File: src/sv/assert_macros.svh
// Assertion helpers, sampled on clk with reset masked.
`ifndef ASSERT_MACROS_SVH
`define ASSERT_MACROS_SVH

// Same-cycle implication.
`define ASSERT_IMPL(lbl, ante, cons, msg) \
  lbl: assert property (@(posedge clk) disable iff (!rst_n) (ante) |-> (cons)) else $error(msg);

// Next-cycle implication.
`define ASSERT_NEXT(lbl, ante, cons, msg) \
  lbl: assert property (@(posedge clk) disable iff (!rst_n) (ante) |=> (cons)) else $error(msg);

`endif

File: src/sv/difl_ram.sv
module difl_ram #(
  parameter int WIDTH = 8,
  parameter int DEPTH = 16
) (
  input  logic                     clk,
  input  logic                     we,
  input  logic [$clog2(DEPTH)-1:0] waddr,
  input  logic [WIDTH-1:0]         wdata,
  input  logic [$clog2(DEPTH)-1:0] raddr,
  output logic [WIDTH-1:0]         rdata
);

  logic [WIDTH-1:0] mem [DEPTH];

  always_ff @(posedge clk) begin
    if (we) begin
      mem[waddr] <= wdata;
    end
    rdata <= mem[raddr];
  end

endmodule
File: config.mk
export PLATFORM = sky130hd
export DESIGN_NAME = difl_ram
export DESIGN_NICKNAME = d
export VERILOG_FILES = /design/src/sv/assert_macros.svh /design/src/sv/difl_ram.sv
export SDC_FILE = /design/constraint.sdc
export NUM_CORES = 1
export LEC_CHECK = 0
export ABC_AREA = 1
export BUFFER_PORTS_ARGS = -buffer_cell sky130_fd_sc_hd__buf_2
export CORE_AREA = 2 2 106 108
export DETAILED_ROUTE_END_ITERATION = 10
export DIE_AREA = 0 0 108 110
export PLACE_DENSITY = 0.82
export SLEW_MARGIN = 5
export SYNTH_ARGS = -nofsm -noshare
export SYNTH_HDL_FRONTEND = slang
export SYNTH_SLANG_ARGS = --single-unit
File: constraint.sdc
create_clock -name clk -period 1.1 [get_ports clk]
set_input_delay 0.22 -clock clk [delete_from_list [all_inputs] [get_ports clk]]
set_output_delay 0.22 -clock clk [all_outputs]
set_load 0.02 [all_outputs]
==> run_summary.xml, run 1 <==
<?xml version="1.0" encoding="UTF-8"?>
<metrics>
  <group name="floorplan">
    <metric name="floorplan.initialDensity" unit="">0.539</metric>
    <metric name="fp.dieW" unit="um">108</metric>
    <metric name="io_pins" unit="">26</metric>
    <metric name="chipHeight" unit="um">110</metric>
    <metric name="coreArea" unit="um2">10700</metric>
    <metric name="fp-row-count" unit="">38</metric>
    <metric name="dieArea" unit="um2">11900</metric>
  </group>
  <group name="placed_design">
    <metric name="numPortBuffers" unit="">25</metric>
    <metric name="place.gp.congestion" unit="">0.828</metric>
    <metric name="postPlaceCellArea" unit="um2">6220</metric>
    <metric name="placed_cell_count" unit="">723</metric>
    <metric name="place.detailed.hpwl" unit="um">7750</metric>
  </group>
  <group name="critical_path">
    <metric name="worstSetupEndpointType" unit="">output port</metric>
    <metric name="critical_path_max_stage_delay" unit="ns">0.34</metric>
    <metric name="worstPathMaxFanout" unit="">1</metric>
    <metric name="cpLargestDelayFamily" unit="">flip-flops</metric>
    <metric name="cp_data_arrival_time" unit="ns">0.97</metric>
    <metric name="cp_num_buf_inv" unit="">1</metric>
    <metric name="worstSetupStartpointType" unit="">register</metric>
    <metric name="critical_path.cell_chain" unit="">buf_6</metric>
    <metric name="timing.setup.critical_path_class" unit="">register to output port</metric>
    <metric name="critPathSlowestCell" unit="">sky130_fd_sc_hd__dfxtp_2</metric>
    <metric name="crit_required" unit="ns">0.88</metric>
  </group>
  <group name="logic_synthesis">
    <metric name="synth_largest_area_cell" unit="">sky130_fd_sc_hd__edfxtp_1</metric>
    <metric name="syn_nets" unit="">569</metric>
    <metric name="yosysWarningCount" unit="">0</metric>
    <metric name="synth_top_cells_by_area" unit="">sky130_fd_sc_hd__edfxtp_1 (67%), sky130_fd_sc_hd__nand2_1 (11%), sky130_fd_sc_hd__nand3_1 (8.4%), sky130_fd_sc_hd__inv_1 (6.5%), sky130_fd_sc_hd__dfxtp_1 (2.8%)</metric>
    <metric name="synth_sequential_area_ratio" unit="">0.694</metric>
    <metric name="synth.avg_cell_area" unit="um2">10.5</metric>
    <metric name="post_synth_edffs" unit="">128</metric>
    <metric name="synth_cells" unit="">551</metric>
    <metric name="synth.top_cells.by_count" unit="">sky130_fd_sc_hd__nand2_1 (173), sky130_fd_sc_hd__edfxtp_1 (128), sky130_fd_sc_hd__inv_1 (100)</metric>
    <metric name="ys_types" unit="">12</metric>
    <metric name="synth_most_common_cell" unit="">sky130_fd_sc_hd__nand2_1</metric>
    <metric name="ys_seq_elements" unit="">136</metric>
    <metric name="async_reset_ff_frac" unit="">0</metric>
    <metric name="mappedNetlistArea" unit="um2">5770</metric>
    <metric name="yosys.area.top_type_share" unit="">0.667</metric>
    <metric name="yosys_most_used_dff" unit="">sky130_fd_sc_hd__edfxtp_1</metric>
  </group>
  <group name="sta">
    <metric name="finalHoldViolCount" unit="">0</metric>
    <metric name="finalCriticalPeriod" unit="ns">1.19</metric>
    <metric name="post-route-period-util" unit="">1.08</metric>
    <metric name="totalNegativeSetupSlack" unit="ns">-0.580</metric>
    <metric name="maxSlewHeadroom" unit="">0.732</metric>
    <metric name="finalSetupViolCount" unit="">8</metric>
    <metric name="post-route-worst-setup-slack" unit="ns">-0.0903</metric>
    <metric name="highest_clock_rate" unit="MHz">840</metric>
    <metric name="clock_skew" unit="ns">0.00718</metric>
    <metric name="grt_setup_unrepaired" unit="">yes</metric>
    <metric name="worst_slew_pin_tran" unit="ns">0.402</metric>
    <metric name="hold-worst-slack" unit="ns">0.0795</metric>
    <metric name="final_max_slew_viol_count" unit="">0</metric>
  </group>
  <group name="cells_and_area">
    <metric name="finalNonFillerCells" unit="">754</metric>
    <metric name="fin_area" unit="um2">6930</metric>
    <metric name="antenna_cells" unit="">0</metric>
    <metric name="finish.net_count" unit="">620</metric>
    <metric name="final_layout_size_suffix_gt1_frac" unit="">0.171</metric>
    <metric name="area.growth.synth_to_final" unit="%">20.2</metric>
  </group>
  <group name="clock_tree">
    <metric name="cts_tree" unit="">yes</metric>
    <metric name="cts_max_path_buffers" unit="">2</metric>
    <metric name="cts_htree_levels" unit="">4</metric>
    <metric name="cts_inserted_buffers" unit="">17</metric>
    <metric name="clock_root_buffer" unit="">sky130_fd_sc_hd__clkbuf_8</metric>
    <metric name="worst_skew_pair.late_latency" unit="ns">0.52</metric>
    <metric name="post_cts_setup_buffer_count" unit="">0</metric>
    <metric name="hold_buffers" unit="">0</metric>
    <metric name="clock_sinks" unit="">136</metric>
    <metric name="clkSlewWorstSetupHoldPaths" unit="ns">0.06</metric>
  </group>
  <group name="route">
    <metric name="totalWireLength" unit="um">13600</metric>
    <metric name="ant_nets" unit="">0</metric>
    <metric name="routedWlPerCell" unit="um">18.0</metric>
    <metric name="detailedRoute.firstIterationViolations" unit="">482</metric>
    <metric name="firstDrtPassIters" unit="">5</metric>
    <metric name="vias_per_cell" unit="">5.47</metric>
    <metric name="drt_drc_violations_left" unit="">0</metric>
    <metric name="route.vias.total" unit="">4125</metric>
  </group>
  <group name="status">
    <metric name="run_status" unit="">finished with violations</metric>
    <metric name="failing_checks" unit="">negative setup slack</metric>
  </group>
  <group name="power_and_ir_drop">
    <metric name="powerDensity" unit="nW/um2">1850</metric>
    <metric name="power_leakage" unit="nW">3.03</metric>
    <metric name="power.ir.vdd_worst" unit="uV">1130</metric>
  </group>
  <group name="grt">
    <metric name="global_route.overflow_total" unit="">0</metric>
    <metric name="gr-usage-all-layers" unit="">0.244</metric>
    <metric name="number_of_antenna_violations_at_the_first_check_in_global_routing" unit="">0</metric>
    <metric name="first_global_vias" unit="">3948</metric>
    <metric name="grt_start_max_net_pins" unit="">65</metric>
    <metric name="grt_first_pass_wirelength" unit="um">20900</metric>
  </group>
  <group name="run">
    <metric name="drv_cap" unit="">0</metric>
  </group>
  <group name="worst_hold_path">
    <metric name="worst_hold_path_type" unit="">input port to register</metric>
  </group>
</metrics>
==> layer usage <==
metal | share of wire | global-route usage
met1 | 0.37 | 0.322
met2 | 0.50 | 0.395
met3 | 0.10 | 0.0576
met4 | 0.025 | 0.0971
met5 | 0 | 0
==> timing repair <==
| item | 4_1_cts | 5_1_grt |
|---|---|---|
| endpoints found under the setup margin | 8 | 10 |
| hold endpoints to repair | 0 | 0 |
| pin swaps | 0 | 1 |
| gates resized for setup | 24 | 3 |
==> stage by stage <==
step	setup WS [ns]	utilization	power, mW
detailed placement	-0.194	0.582	6.70
global placement	-0.162	0.582	6.67
finish	-0.0903	0.648	12.8
CTS	-0.111	0.647	12.8
floorplan	-0.0708	-	6.38
global route	-0.122	0.648	13.1
==> layout by cell type (no fill, tap or decap), types with 6 or more instances in the layout <==
master and n:
sky130_fd_sc_hd__buf_12 6, sky130_fd_sc_hd__buf_2 17, sky130_fd_sc_hd__buf_4 25, sky130_fd_sc_hd__buf_6 8, sky130_fd_sc_hd__clkbuf_16 16, sky130_fd_sc_hd__dfxtp_2 8, sky130_fd_sc_hd__edfxtp_1 128, sky130_fd_sc_hd__inv_1 100
sky130_fd_sc_hd__nand2_1 173, sky130_fd_sc_hd__nand3_1 94, sky130_fd_sc_hd__nor2_1 12
==> power breakdown <==
part           internal, mW  total (mW)  switching (mW)
registers              5.80        5.84          0.0433
clock network          3.92        6.12            2.19
logic                 0.287       0.848           0.561
==> kinds of logic after synthesis <==
group / share of synthesized area
buffers and inverters: 0.0952
flip-flops: 0.694
AND/OR/NAND/NOR: 0.210
==> worst paths after layout <==
path,depth (start not counted),slack (ns),start,endpoint
worst max-delay path,1,-0.09,rdata[3],rdata[3]
worst min-delay path,3,0.08,raddr[3],rdata[6]
worst max register to register,6,0.06,mem[3][4],rdata[4]
worst min register to register,6,0.69,mem[14][4],rdata[4]
==> cell type report <==
cell class | count | area [um2]
flip-flops and latches | 136 | 4010
fillers | 747 | 3760
repair buffers | 56 | 483
multi-input cells | 289 | 1240
clock inverters | 14 | 223
well taps | 140 | 175
clock buffers | 17 | 414
inverters | 102 | 383
==> state kept, by name, indices dropped and copies added (netlist names) <==
signal  count
mem       128
rdata       8
==> worst reg2reg max path, stage by stage, from the launching register on <==
cell and delay [ns]:
sky130_fd_sc_hd__edfxtp_1 0.38, sky130_fd_sc_hd__nand2_1 0.08, sky130_fd_sc_hd__nand2_1 0.07, sky130_fd_sc_hd__nand2_1 0.11
sky130_fd_sc_hd__nand3_2 0.10, sky130_fd_sc_hd__nand3_2 0.12, sky130_fd_sc_hd__nand2_1 0.07
No activity file was read; power rests on OpenSTA's default activity.
==> inputs of run 2 (changes only) <==
--- a/config.mk
+++ b/config.mk
@@ -10,7 +10,7 @@
 export CORE_AREA = 2 2 106 108
 export DETAILED_ROUTE_END_ITERATION = 10
 export DIE_AREA = 0 0 108 110
-export PLACE_DENSITY = 0.82
+export PLACE_DENSITY = 0.72
 export SLEW_MARGIN = 5
 export SYNTH_ARGS = -nofsm -noshare
 export SYNTH_HDL_FRONTEND = slang
==> run 2 against run 1 <==
  * The run still ends with negative setup slack left
  * Total power shrank 2.7%
  * Hold slack gained 0.019 ns
  * Critical endpoint unchanged
  * Final cell count unchanged
  * Clock-buffer cell count increased by 2
  * Die area did not move
  * Clock power fell by 5.6%
  * Clock skew shrank 0.00060 ns
  * Sequential share of layout area increased by 0.19 points
  * Critical path depth did not move
==> run_summary.xml, run 2 (synthesis results as in run 1) <==
<?xml version="1.0" encoding="UTF-8"?>
<metrics>
  <group name="status">
    <metric name="run_status" unit="">finished with violations</metric>
    <metric name="failing_checks" unit="">negative setup slack</metric>
  </group>
  <group name="route">
    <metric name="detailedRoute.firstIterationViolations" unit="">328</metric>
    <metric name="vias_per_cell" unit="">5.12</metric>
    <metric name="wl_met3" unit="um">950</metric>
    <metric name="topRoutingLayerUsed" unit="">met4</metric>
    <metric name="ant_nets" unit="">0</metric>
    <metric name="routedWlPerCell" unit="um">16.9</metric>
    <metric name="firstDrtPassIters" unit="">5</metric>
    <metric name="totalWireLength" unit="um">12700</metric>
    <metric name="route.vias.total" unit="">3858</metric>
    <metric name="drt_drc_violations_left" unit="">0</metric>
    <metric name="m1WireLength" unit="um">5200</metric>
    <metric name="length_of_routed_met2_wiring" unit="um">6290</metric>
  </group>
  <group name="critical_path">
    <metric name="worstSetupEndpointType" unit="">output port</metric>
    <metric name="critical_path_max_stage_delay" unit="ns">0.34</metric>
    <metric name="worstPathMaxFanout" unit="">1</metric>
    <metric name="cpLargestDelayFamily" unit="">flip-flops</metric>
    <metric name="worstSetupStartpointType" unit="">register</metric>
    <metric name="critPathSlowestCell" unit="">sky130_fd_sc_hd__dfxtp_2</metric>
    <metric name="reg_to_reg_setup_timing_slack" unit="ns">0.08</metric>
    <metric name="cp_data_arrival_time" unit="ns">0.99</metric>
    <metric name="timing.setup.critical_path_class" unit="">register to output port</metric>
    <metric name="crit_required" unit="ns">0.88</metric>
    <metric name="cp_num_buf_inv" unit="">1</metric>
    <metric name="timing.reg2reg.worst_path_depth" unit="">6</metric>
    <metric name="rr_endpoint" unit="">rdata[7]</metric>
    <metric name="critical_path.cell_chain" unit="">buf_6</metric>
    <metric name="worst_r2r_startpoint" unit="">mem[1][7]</metric>
  </group>
  <group name="cells_and_area">
    <metric name="highest_count_cells_in_the_layout_ignoring_fill_and_taps" unit="">sky130_fd_sc_hd__nand2_1 (173), sky130_fd_sc_hd__edfxtp_1 (128), sky130_fd_sc_hd__inv_1 (100)</metric>
    <metric name="multiInputGateArea" unit="um2">1230</metric>
    <metric name="final_layout_size_suffix_gt1_frac" unit="">0.158</metric>
    <metric name="largest_register_ffs" unit="">128</metric>
    <metric name="finish.net_count" unit="">619</metric>
    <metric name="area.growth.synth_to_final" unit="%">19.8</metric>
    <metric name="layout.filler_cells" unit="">812</metric>
    <metric name="top_regs" unit="">mem (128), rdata (8)</metric>
    <metric name="layout.cells.most_common" unit="">sky130_fd_sc_hd__nand2_1</metric>
    <metric name="fin_area" unit="um2">6910</metric>
    <metric name="antenna_cells" unit="">0</metric>
    <metric name="ff_latch_area" unit="um2">4010</metric>
    <metric name="regMostFlops" unit="">mem</metric>
  </group>
  <group name="sta">
    <metric name="totalNegativeSetupSlack" unit="ns">-0.761</metric>
    <metric name="clock_skew" unit="ns">0.00658</metric>
    <metric name="worst_slew_pin_tran" unit="ns">0.388</metric>
    <metric name="finalSetupViolCount" unit="">8</metric>
    <metric name="post-route-worst-setup-slack" unit="ns">-0.112</metric>
    <metric name="finalHoldViolCount" unit="">0</metric>
    <metric name="finalCriticalPeriod" unit="ns">1.21</metric>
    <metric name="grt_setup_unrepaired" unit="">yes</metric>
    <metric name="maxSlewHeadroom" unit="">0.741</metric>
    <metric name="post-route-period-util" unit="">1.10</metric>
    <metric name="hold-worst-slack" unit="ns">0.0984</metric>
    <metric name="final_max_slew_viol_count" unit="">0</metric>
    <metric name="highest_clock_rate" unit="MHz">825</metric>
  </group>
  <group name="floorplan">
    <metric name="dieArea" unit="um2">11900</metric>
    <metric name="fp.dieW" unit="um">108</metric>
    <metric name="coreArea" unit="um2">10700</metric>
    <metric name="chipHeight" unit="um">110</metric>
    <metric name="floorplan.initialDensity" unit="">0.539</metric>
    <metric name="io_pins" unit="">26</metric>
    <metric name="fp-row-count" unit="">38</metric>
  </group>
  <group name="clock_tree">
    <metric name="cts_htree_levels" unit="">4</metric>
    <metric name="worst_skew_pair.late_latency" unit="ns">0.53</metric>
    <metric name="clock_sinks" unit="">136</metric>
    <metric name="post_cts_setup_buffer_count" unit="">0</metric>
    <metric name="clkSlewWorstSetupHoldPaths" unit="ns">0.06</metric>
    <metric name="cts_inserted_buffers" unit="">17</metric>
    <metric name="clock_root_buffer" unit="">sky130_fd_sc_hd__clkbuf_8</metric>
    <metric name="cts_tree" unit="">yes</metric>
    <metric name="cts_max_path_buffers" unit="">2</metric>
  </group>
  <group name="placed_design">
    <metric name="place.gp.congestion" unit="">0.827</metric>
    <metric name="numPortBuffers" unit="">25</metric>
    <metric name="post-place-ws" unit="ns">-0.186</metric>
    <metric name="postPlaceCellArea" unit="um2">6230</metric>
    <metric name="place.detailed.hpwl" unit="um">7870</metric>
  </group>
  <group name="run">
    <metric name="drv_cap" unit="">0</metric>
  </group>
  <group name="power_and_ir_drop">
    <metric name="power.ir.vdd_worst" unit="uV">1240</metric>
    <metric name="fin_total_pwr" unit="mW">12.5</metric>
    <metric name="powerDensity" unit="nW/um2">1800</metric>
    <metric name="power_leakage" unit="nW">3.01</metric>
  </group>
  <group name="worst_hold_path">
    <metric name="worst_hold_path_type" unit="">input port to register</metric>
    <metric name="worst_hold_path.num_cells" unit="">1</metric>
    <metric name="holdPathEnd" unit="">mem[5][2]</metric>
    <metric name="hold_start" unit="">wdata[2]</metric>
  </group>
  <group name="grt">
    <metric name="grt_first_pass_wirelength" unit="um">19900</metric>
    <metric name="gr-usage-all-layers" unit="">0.237</metric>
    <metric name="number_of_antenna_violations_at_the_first_check_in_global_routing" unit="">0</metric>
    <metric name="global_route.overflow_total" unit="">0</metric>
    <metric name="first_global_vias" unit="">3691</metric>
    <metric name="grt_start_max_net_pins" unit="">53</metric>
  </group>
</metrics>
run 2: cell types whose count changed in the layout (fill, tap and decap cells not counted), sizes merged:
| cell | before | now |
|---|---|---|
| buf | 56 | 54 |
| bufinv | 5 | 4 |
| inv | 105 | 103 |
| dlygate4sd3 | 0 | 1 |
| clkinv | 4 | 6 |
| clkbuf | 17 | 19 |
run 2: area by class of cell:
| cell class | instances | area share |
|---|---|---|
| repair buffers | 55 | 0.0728 |
| flip-flops and latches | 136 | 0.581 |
| inverters | 102 | 0.0554 |
| well taps | 140 | 0.0253 |
| clock inverters | 13 | 0.0257 |
| clock buffers | 19 | 0.0625 |
| multi-input cells | 289 | 0.177 |
run 2: worst reg2reg max path, stage by stage, from the launching register on:
cell,delay (ns)
sky130_fd_sc_hd__edfxtp_1,0.37
sky130_fd_sc_hd__inv_1,0.06
sky130_fd_sc_hd__nand2_1,0.05
sky130_fd_sc_hd__nand3_1,0.09
sky130_fd_sc_hd__nand3_1,0.12
sky130_fd_sc_hd__nand3_1,0.16
sky130_fd_sc_hd__nand2_1,0.07
run 2: per-stage QoR:
stage	util	std cells
2_1_floorplan	-	551
3_3_place_gp	0.582	721
3_5_place_dp	0.582	721
4_1_cts	0.646	754
5_1_grt	0.646	754
6_report	0.646	754
run 2: power breakdown:
group | leakage [nW] | internal [mW] | switching (mW)
Clock | 0.291 | 3.72 | 2.06
Combinational | 1.49 | 0.299 | 0.539
Sequential | 1.22 | 5.80 | 0.0424
Total | 3.01 | 9.82 | 2.64
run 2: how the worst max path moves through the flow:
stage,slack [ns],depth (start not counted),endpoint,from
2_1_floorplan,-0.07,2,mem[11][0],waddr[2]
3_3_place_gp,-0.16,8,rdata[7],raddr[0]
3_5_place_dp,-0.19,8,rdata[7],raddr[0]
4_1_cts,-0.13,1,rdata[3],rdata[3]
5_1_grt,-0.14,1,rdata[3],rdata[3]
6_report,-0.11,1,rdata[3],rdata[3]
run 2: routing by layer:
| layer | vias up | track usage |
|---|---|---|
| met3 | 26 | 0.0582 |
| met5 | - | 0 |
| met4 | 0 | 0.0916 |
| met2 | 149 | 0.386 |
| met1 | 1809 | 0.311 |
| li1 | 1874 | - |
run 2: repair_timing:
action | 4_1_cts | 5_1_grt
setup endpoints to repair | 8 | 8
cloned | 0 | 0
hold buffers | 1 | 0
hold endpoints to repair | 1 | 0
gates resized for setup | 24 | 0
==> inputs of run 3 (changes only) <==
--- a/config.mk
+++ b/config.mk
@@ -7,10 +7,10 @@
 export LEC_CHECK = 0
 export ABC_AREA = 1
 export BUFFER_PORTS_ARGS = -buffer_cell sky130_fd_sc_hd__buf_2
-export CORE_AREA = 2 2 106 108
+export CORE_AREA = 2 2 102 104
 export DETAILED_ROUTE_END_ITERATION = 10
-export DIE_AREA = 0 0 108 110
-export PLACE_DENSITY = 0.72
+export DIE_AREA = 0 0 104 106
+export PLACE_DENSITY = 0.74
 export SLEW_MARGIN = 5
 export SYNTH_ARGS = -nofsm -noshare
 export SYNTH_HDL_FRONTEND = slang
==> constraint.sdc (replaced) <==
create_clock -name clk -period 1.5 [get_ports clk]
set_input_delay 0.3 -clock clk [delete_from_list [all_inputs] [get_ports clk]]
set_output_delay 0.3 -clock clk [all_outputs]
set_load 0.02 [all_outputs]
==> run 3 against run 2 <==
  * The run now ends clean
  * Global-route usage is 0.82 points higher
  * Setup slack better by 0.30 ns
  * Combinational power down 32%
  * Cell area fell by 3.7%
  * Critical endpoint unchanged
  * First-iteration DRC count up 6.1%
  * Critical path depth did not move
  * Flip-flop and latch count unchanged
  * Hold slack improved by 0.086 ns
  * Sequential share of layout area up 2.1 points
  * Total power decreased by 32%
  * Clock power fell by 37%
==> run_summary.xml, run 3 (synthesis results as in run 1) <==
<?xml version="1.0" encoding="UTF-8"?>
<metrics>
  <group name="cells_and_area">
    <metric name="largest_register_ffs" unit="">128</metric>
    <metric name="highest_count_cells_in_the_layout_ignoring_fill_and_taps" unit="">sky130_fd_sc_hd__nand2_1 (173), sky130_fd_sc_hd__edfxtp_1 (128), sky130_fd_sc_hd__inv_1 (100)</metric>
    <metric name="layout.cells.most_common" unit="">sky130_fd_sc_hd__nand2_1</metric>
    <metric name="top_regs" unit="">mem (128), rdata (8)</metric>
    <metric name="fin_area" unit="um2">6660</metric>
    <metric name="final_layout_size_suffix_gt1_frac" unit="">0.130</metric>
    <metric name="area.growth.synth_to_final" unit="%">15.4</metric>
    <metric name="regMostFlops" unit="">mem</metric>
    <metric name="antenna_cells" unit="">0</metric>
    <metric name="finish.net_count" unit="">614</metric>
  </group>
  <group name="floorplan">
    <metric name="io_pins" unit="">26</metric>
    <metric name="fp.dieW" unit="um">104</metric>
    <metric name="dieArea" unit="um2">11000</metric>
    <metric name="coreArea" unit="um2">10000</metric>
    <metric name="floorplan.initialDensity" unit="">0.577</metric>
    <metric name="chipHeight" unit="um">106</metric>
    <metric name="fp-row-count" unit="">37</metric>
  </group>
  <group name="sta">
    <metric name="post-route-period-util" unit="">0.877</metric>
    <metric name="hold-worst-slack" unit="ns">0.185</metric>
    <metric name="finalCriticalPeriod" unit="ns">1.32</metric>
    <metric name="worst_slew_pin_tran" unit="ns">0.401</metric>
    <metric name="finalHoldViolCount" unit="">0</metric>
    <metric name="grt_setup_unrepaired" unit="">no</metric>
    <metric name="totalNegativeSetupSlack" unit="ns">0</metric>
    <metric name="highest_clock_rate" unit="MHz">760</metric>
    <metric name="maxSlewHeadroom" unit="">0.732</metric>
    <metric name="finalSetupViolCount" unit="">0</metric>
    <metric name="clock_skew" unit="ns">0.00671</metric>
    <metric name="final_max_slew_viol_count" unit="">0</metric>
  </group>
  <group name="grt">
    <metric name="grt_start_max_net_pins" unit="">65</metric>
    <metric name="gr-usage-all-layers" unit="">0.245</metric>
    <metric name="grt_first_pass_wirelength" unit="um">19800</metric>
    <metric name="global_route.overflow_total" unit="">0</metric>
    <metric name="number_of_antenna_violations_at_the_first_check_in_global_routing" unit="">0</metric>
    <metric name="first_global_vias" unit="">3786</metric>
  </group>
  <group name="route">
    <metric name="drt_drc_violations_left" unit="">0</metric>
    <metric name="detailedRoute.firstIterationViolations" unit="">348</metric>
    <metric name="vias_per_cell" unit="">5.29</metric>
    <metric name="route.vias.total" unit="">3942</metric>
    <metric name="routedWlPerCell" unit="um">17.2</metric>
    <metric name="ant_nets" unit="">0</metric>
    <metric name="firstDrtPassIters" unit="">5</metric>
    <metric name="totalWireLength" unit="um">12800</metric>
  </group>
  <group name="critical_path">
    <metric name="worstPathMaxFanout" unit="">1</metric>
    <metric name="critical_path.cell_chain" unit="">buf_2</metric>
    <metric name="worst_r2r_startpoint" unit="">mem[1][0]</metric>
    <metric name="crit_required" unit="ns">1.20</metric>
    <metric name="timing.reg2reg.worst_path_depth" unit="">6</metric>
    <metric name="cp_data_arrival_time" unit="ns">1.02</metric>
    <metric name="worstSetupStartpointType" unit="">register</metric>
    <metric name="worstSetupEndpointType" unit="">output port</metric>
    <metric name="reg_to_reg_setup_timing_slack" unit="ns">0.43</metric>
    <metric name="cpLargestDelayFamily" unit="">flip-flops</metric>
    <metric name="cp_num_buf_inv" unit="">1</metric>
    <metric name="critPathSlowestCell" unit="">sky130_fd_sc_hd__dfxtp_1</metric>
    <metric name="critical_path_max_stage_delay" unit="ns">0.34</metric>
    <metric name="rr_endpoint" unit="">rdata[0]</metric>
    <metric name="timing.setup.critical_path_class" unit="">register to output port</metric>
  </group>
  <group name="worst_hold_path">
    <metric name="worst_hold_path_type" unit="">input port to register</metric>
    <metric name="hold_start" unit="">wdata[2]</metric>
    <metric name="worst_hold_path.num_cells" unit="">1</metric>
    <metric name="holdPathEnd" unit="">mem[3][2]</metric>
  </group>
  <group name="placed_design">
    <metric name="place.detailed.hpwl" unit="um">7480</metric>
    <metric name="numPortBuffers" unit="">25</metric>
    <metric name="place.gp.congestion" unit="">0.879</metric>
    <metric name="postPlaceCellArea" unit="um2">6130</metric>
  </group>
  <group name="clock_tree">
    <metric name="post_cts_resize_count" unit="">0</metric>
    <metric name="hold_buffers" unit="">0</metric>
    <metric name="cts_inserted_buffers" unit="">17</metric>
    <metric name="worst_skew_pair.late_latency" unit="ns">0.52</metric>
    <metric name="clock_sinks" unit="">136</metric>
    <metric name="cts_tree" unit="">yes</metric>
    <metric name="clkSlewWorstSetupHoldPaths" unit="ns">0.06</metric>
    <metric name="post_cts_setup_buffer_count" unit="">0</metric>
    <metric name="clock_root_buffer" unit="">sky130_fd_sc_hd__clkbuf_8</metric>
    <metric name="cts_htree_levels" unit="">4</metric>
    <metric name="cts_max_path_buffers" unit="">2</metric>
  </group>
  <group name="power_and_ir_drop">
    <metric name="powerDensity" unit="nW/um2">1280</metric>
    <metric name="power_leakage" unit="nW">2.91</metric>
    <metric name="fin_total_pwr" unit="mW">8.50</metric>
    <metric name="power.ir.vdd_worst" unit="uV">831</metric>
  </group>
  <group name="run">
    <metric name="drv_cap" unit="">0</metric>
  </group>
  <group name="status">
    <metric name="run_status" unit="">finished, final reports clean</metric>
  </group>
</metrics>
## run 3: power breakdown
part / total (mW) / switching [mW] / internal [mW]
sequential: 4.27 / 0.0239 / 4.25
clock: 3.65 / 1.44 / 2.22
combinational: 0.568 / 0.398 / 0.170
total: 8.50 / 1.86 / 6.63
## run 3: area by class of cell
| type | count | area [um2] |
|---|---|---|
| flip-flops and latches | 136 | 4000 |
| inverters | 102 | 383 |
| clock buffers | 22 | 443 |
| fillers | 746 | 3340 |
| clock inverters | 10 | 81.3 |
| repair buffers | 50 | 363 |
| multi-input cells | 289 | 1210 |
| well taps | 136 | 170 |
## run 3: through the flow
stage / setup WS (ns) / util / std cells
final: 0.184 / 0.666 / 745
after floorplan: 0.249 / - / 551
after CTS: 0.175 / 0.666 / 745
after global placement: 0.132 / 0.613 / 713
after global routing: 0.151 / 0.666 / 745
after detailed placement: 0.131 / 0.613 / 713
## run 3: per-layer routing
metal  vias to the layer above  wire, um  global-route usage
met5                         -         0                   0
met4                         0       479               0.131
met3                        37       888              0.0448
met2                       176      6500               0.418
met1                      1867      4940               0.299
li1                       1862         -                   -
## run 3: worst max-delay path by stage
stage | depth (start not counted) | endpoint | slack [ns] | from
after global placement | 7 | rdata[5] | 0.13 | raddr[0]
after global routing | 1 | rdata[2] | 0.15 | rdata[2]
after CTS | 1 | rdata[3] | 0.18 | rdata[3]
after detailed placement | 7 | rdata[5] | 0.13 | raddr[0]
final | 1 | rdata[3] | 0.18 | rdata[3]
after floorplan | 2 | mem[10][0] | 0.25 | waddr[2]
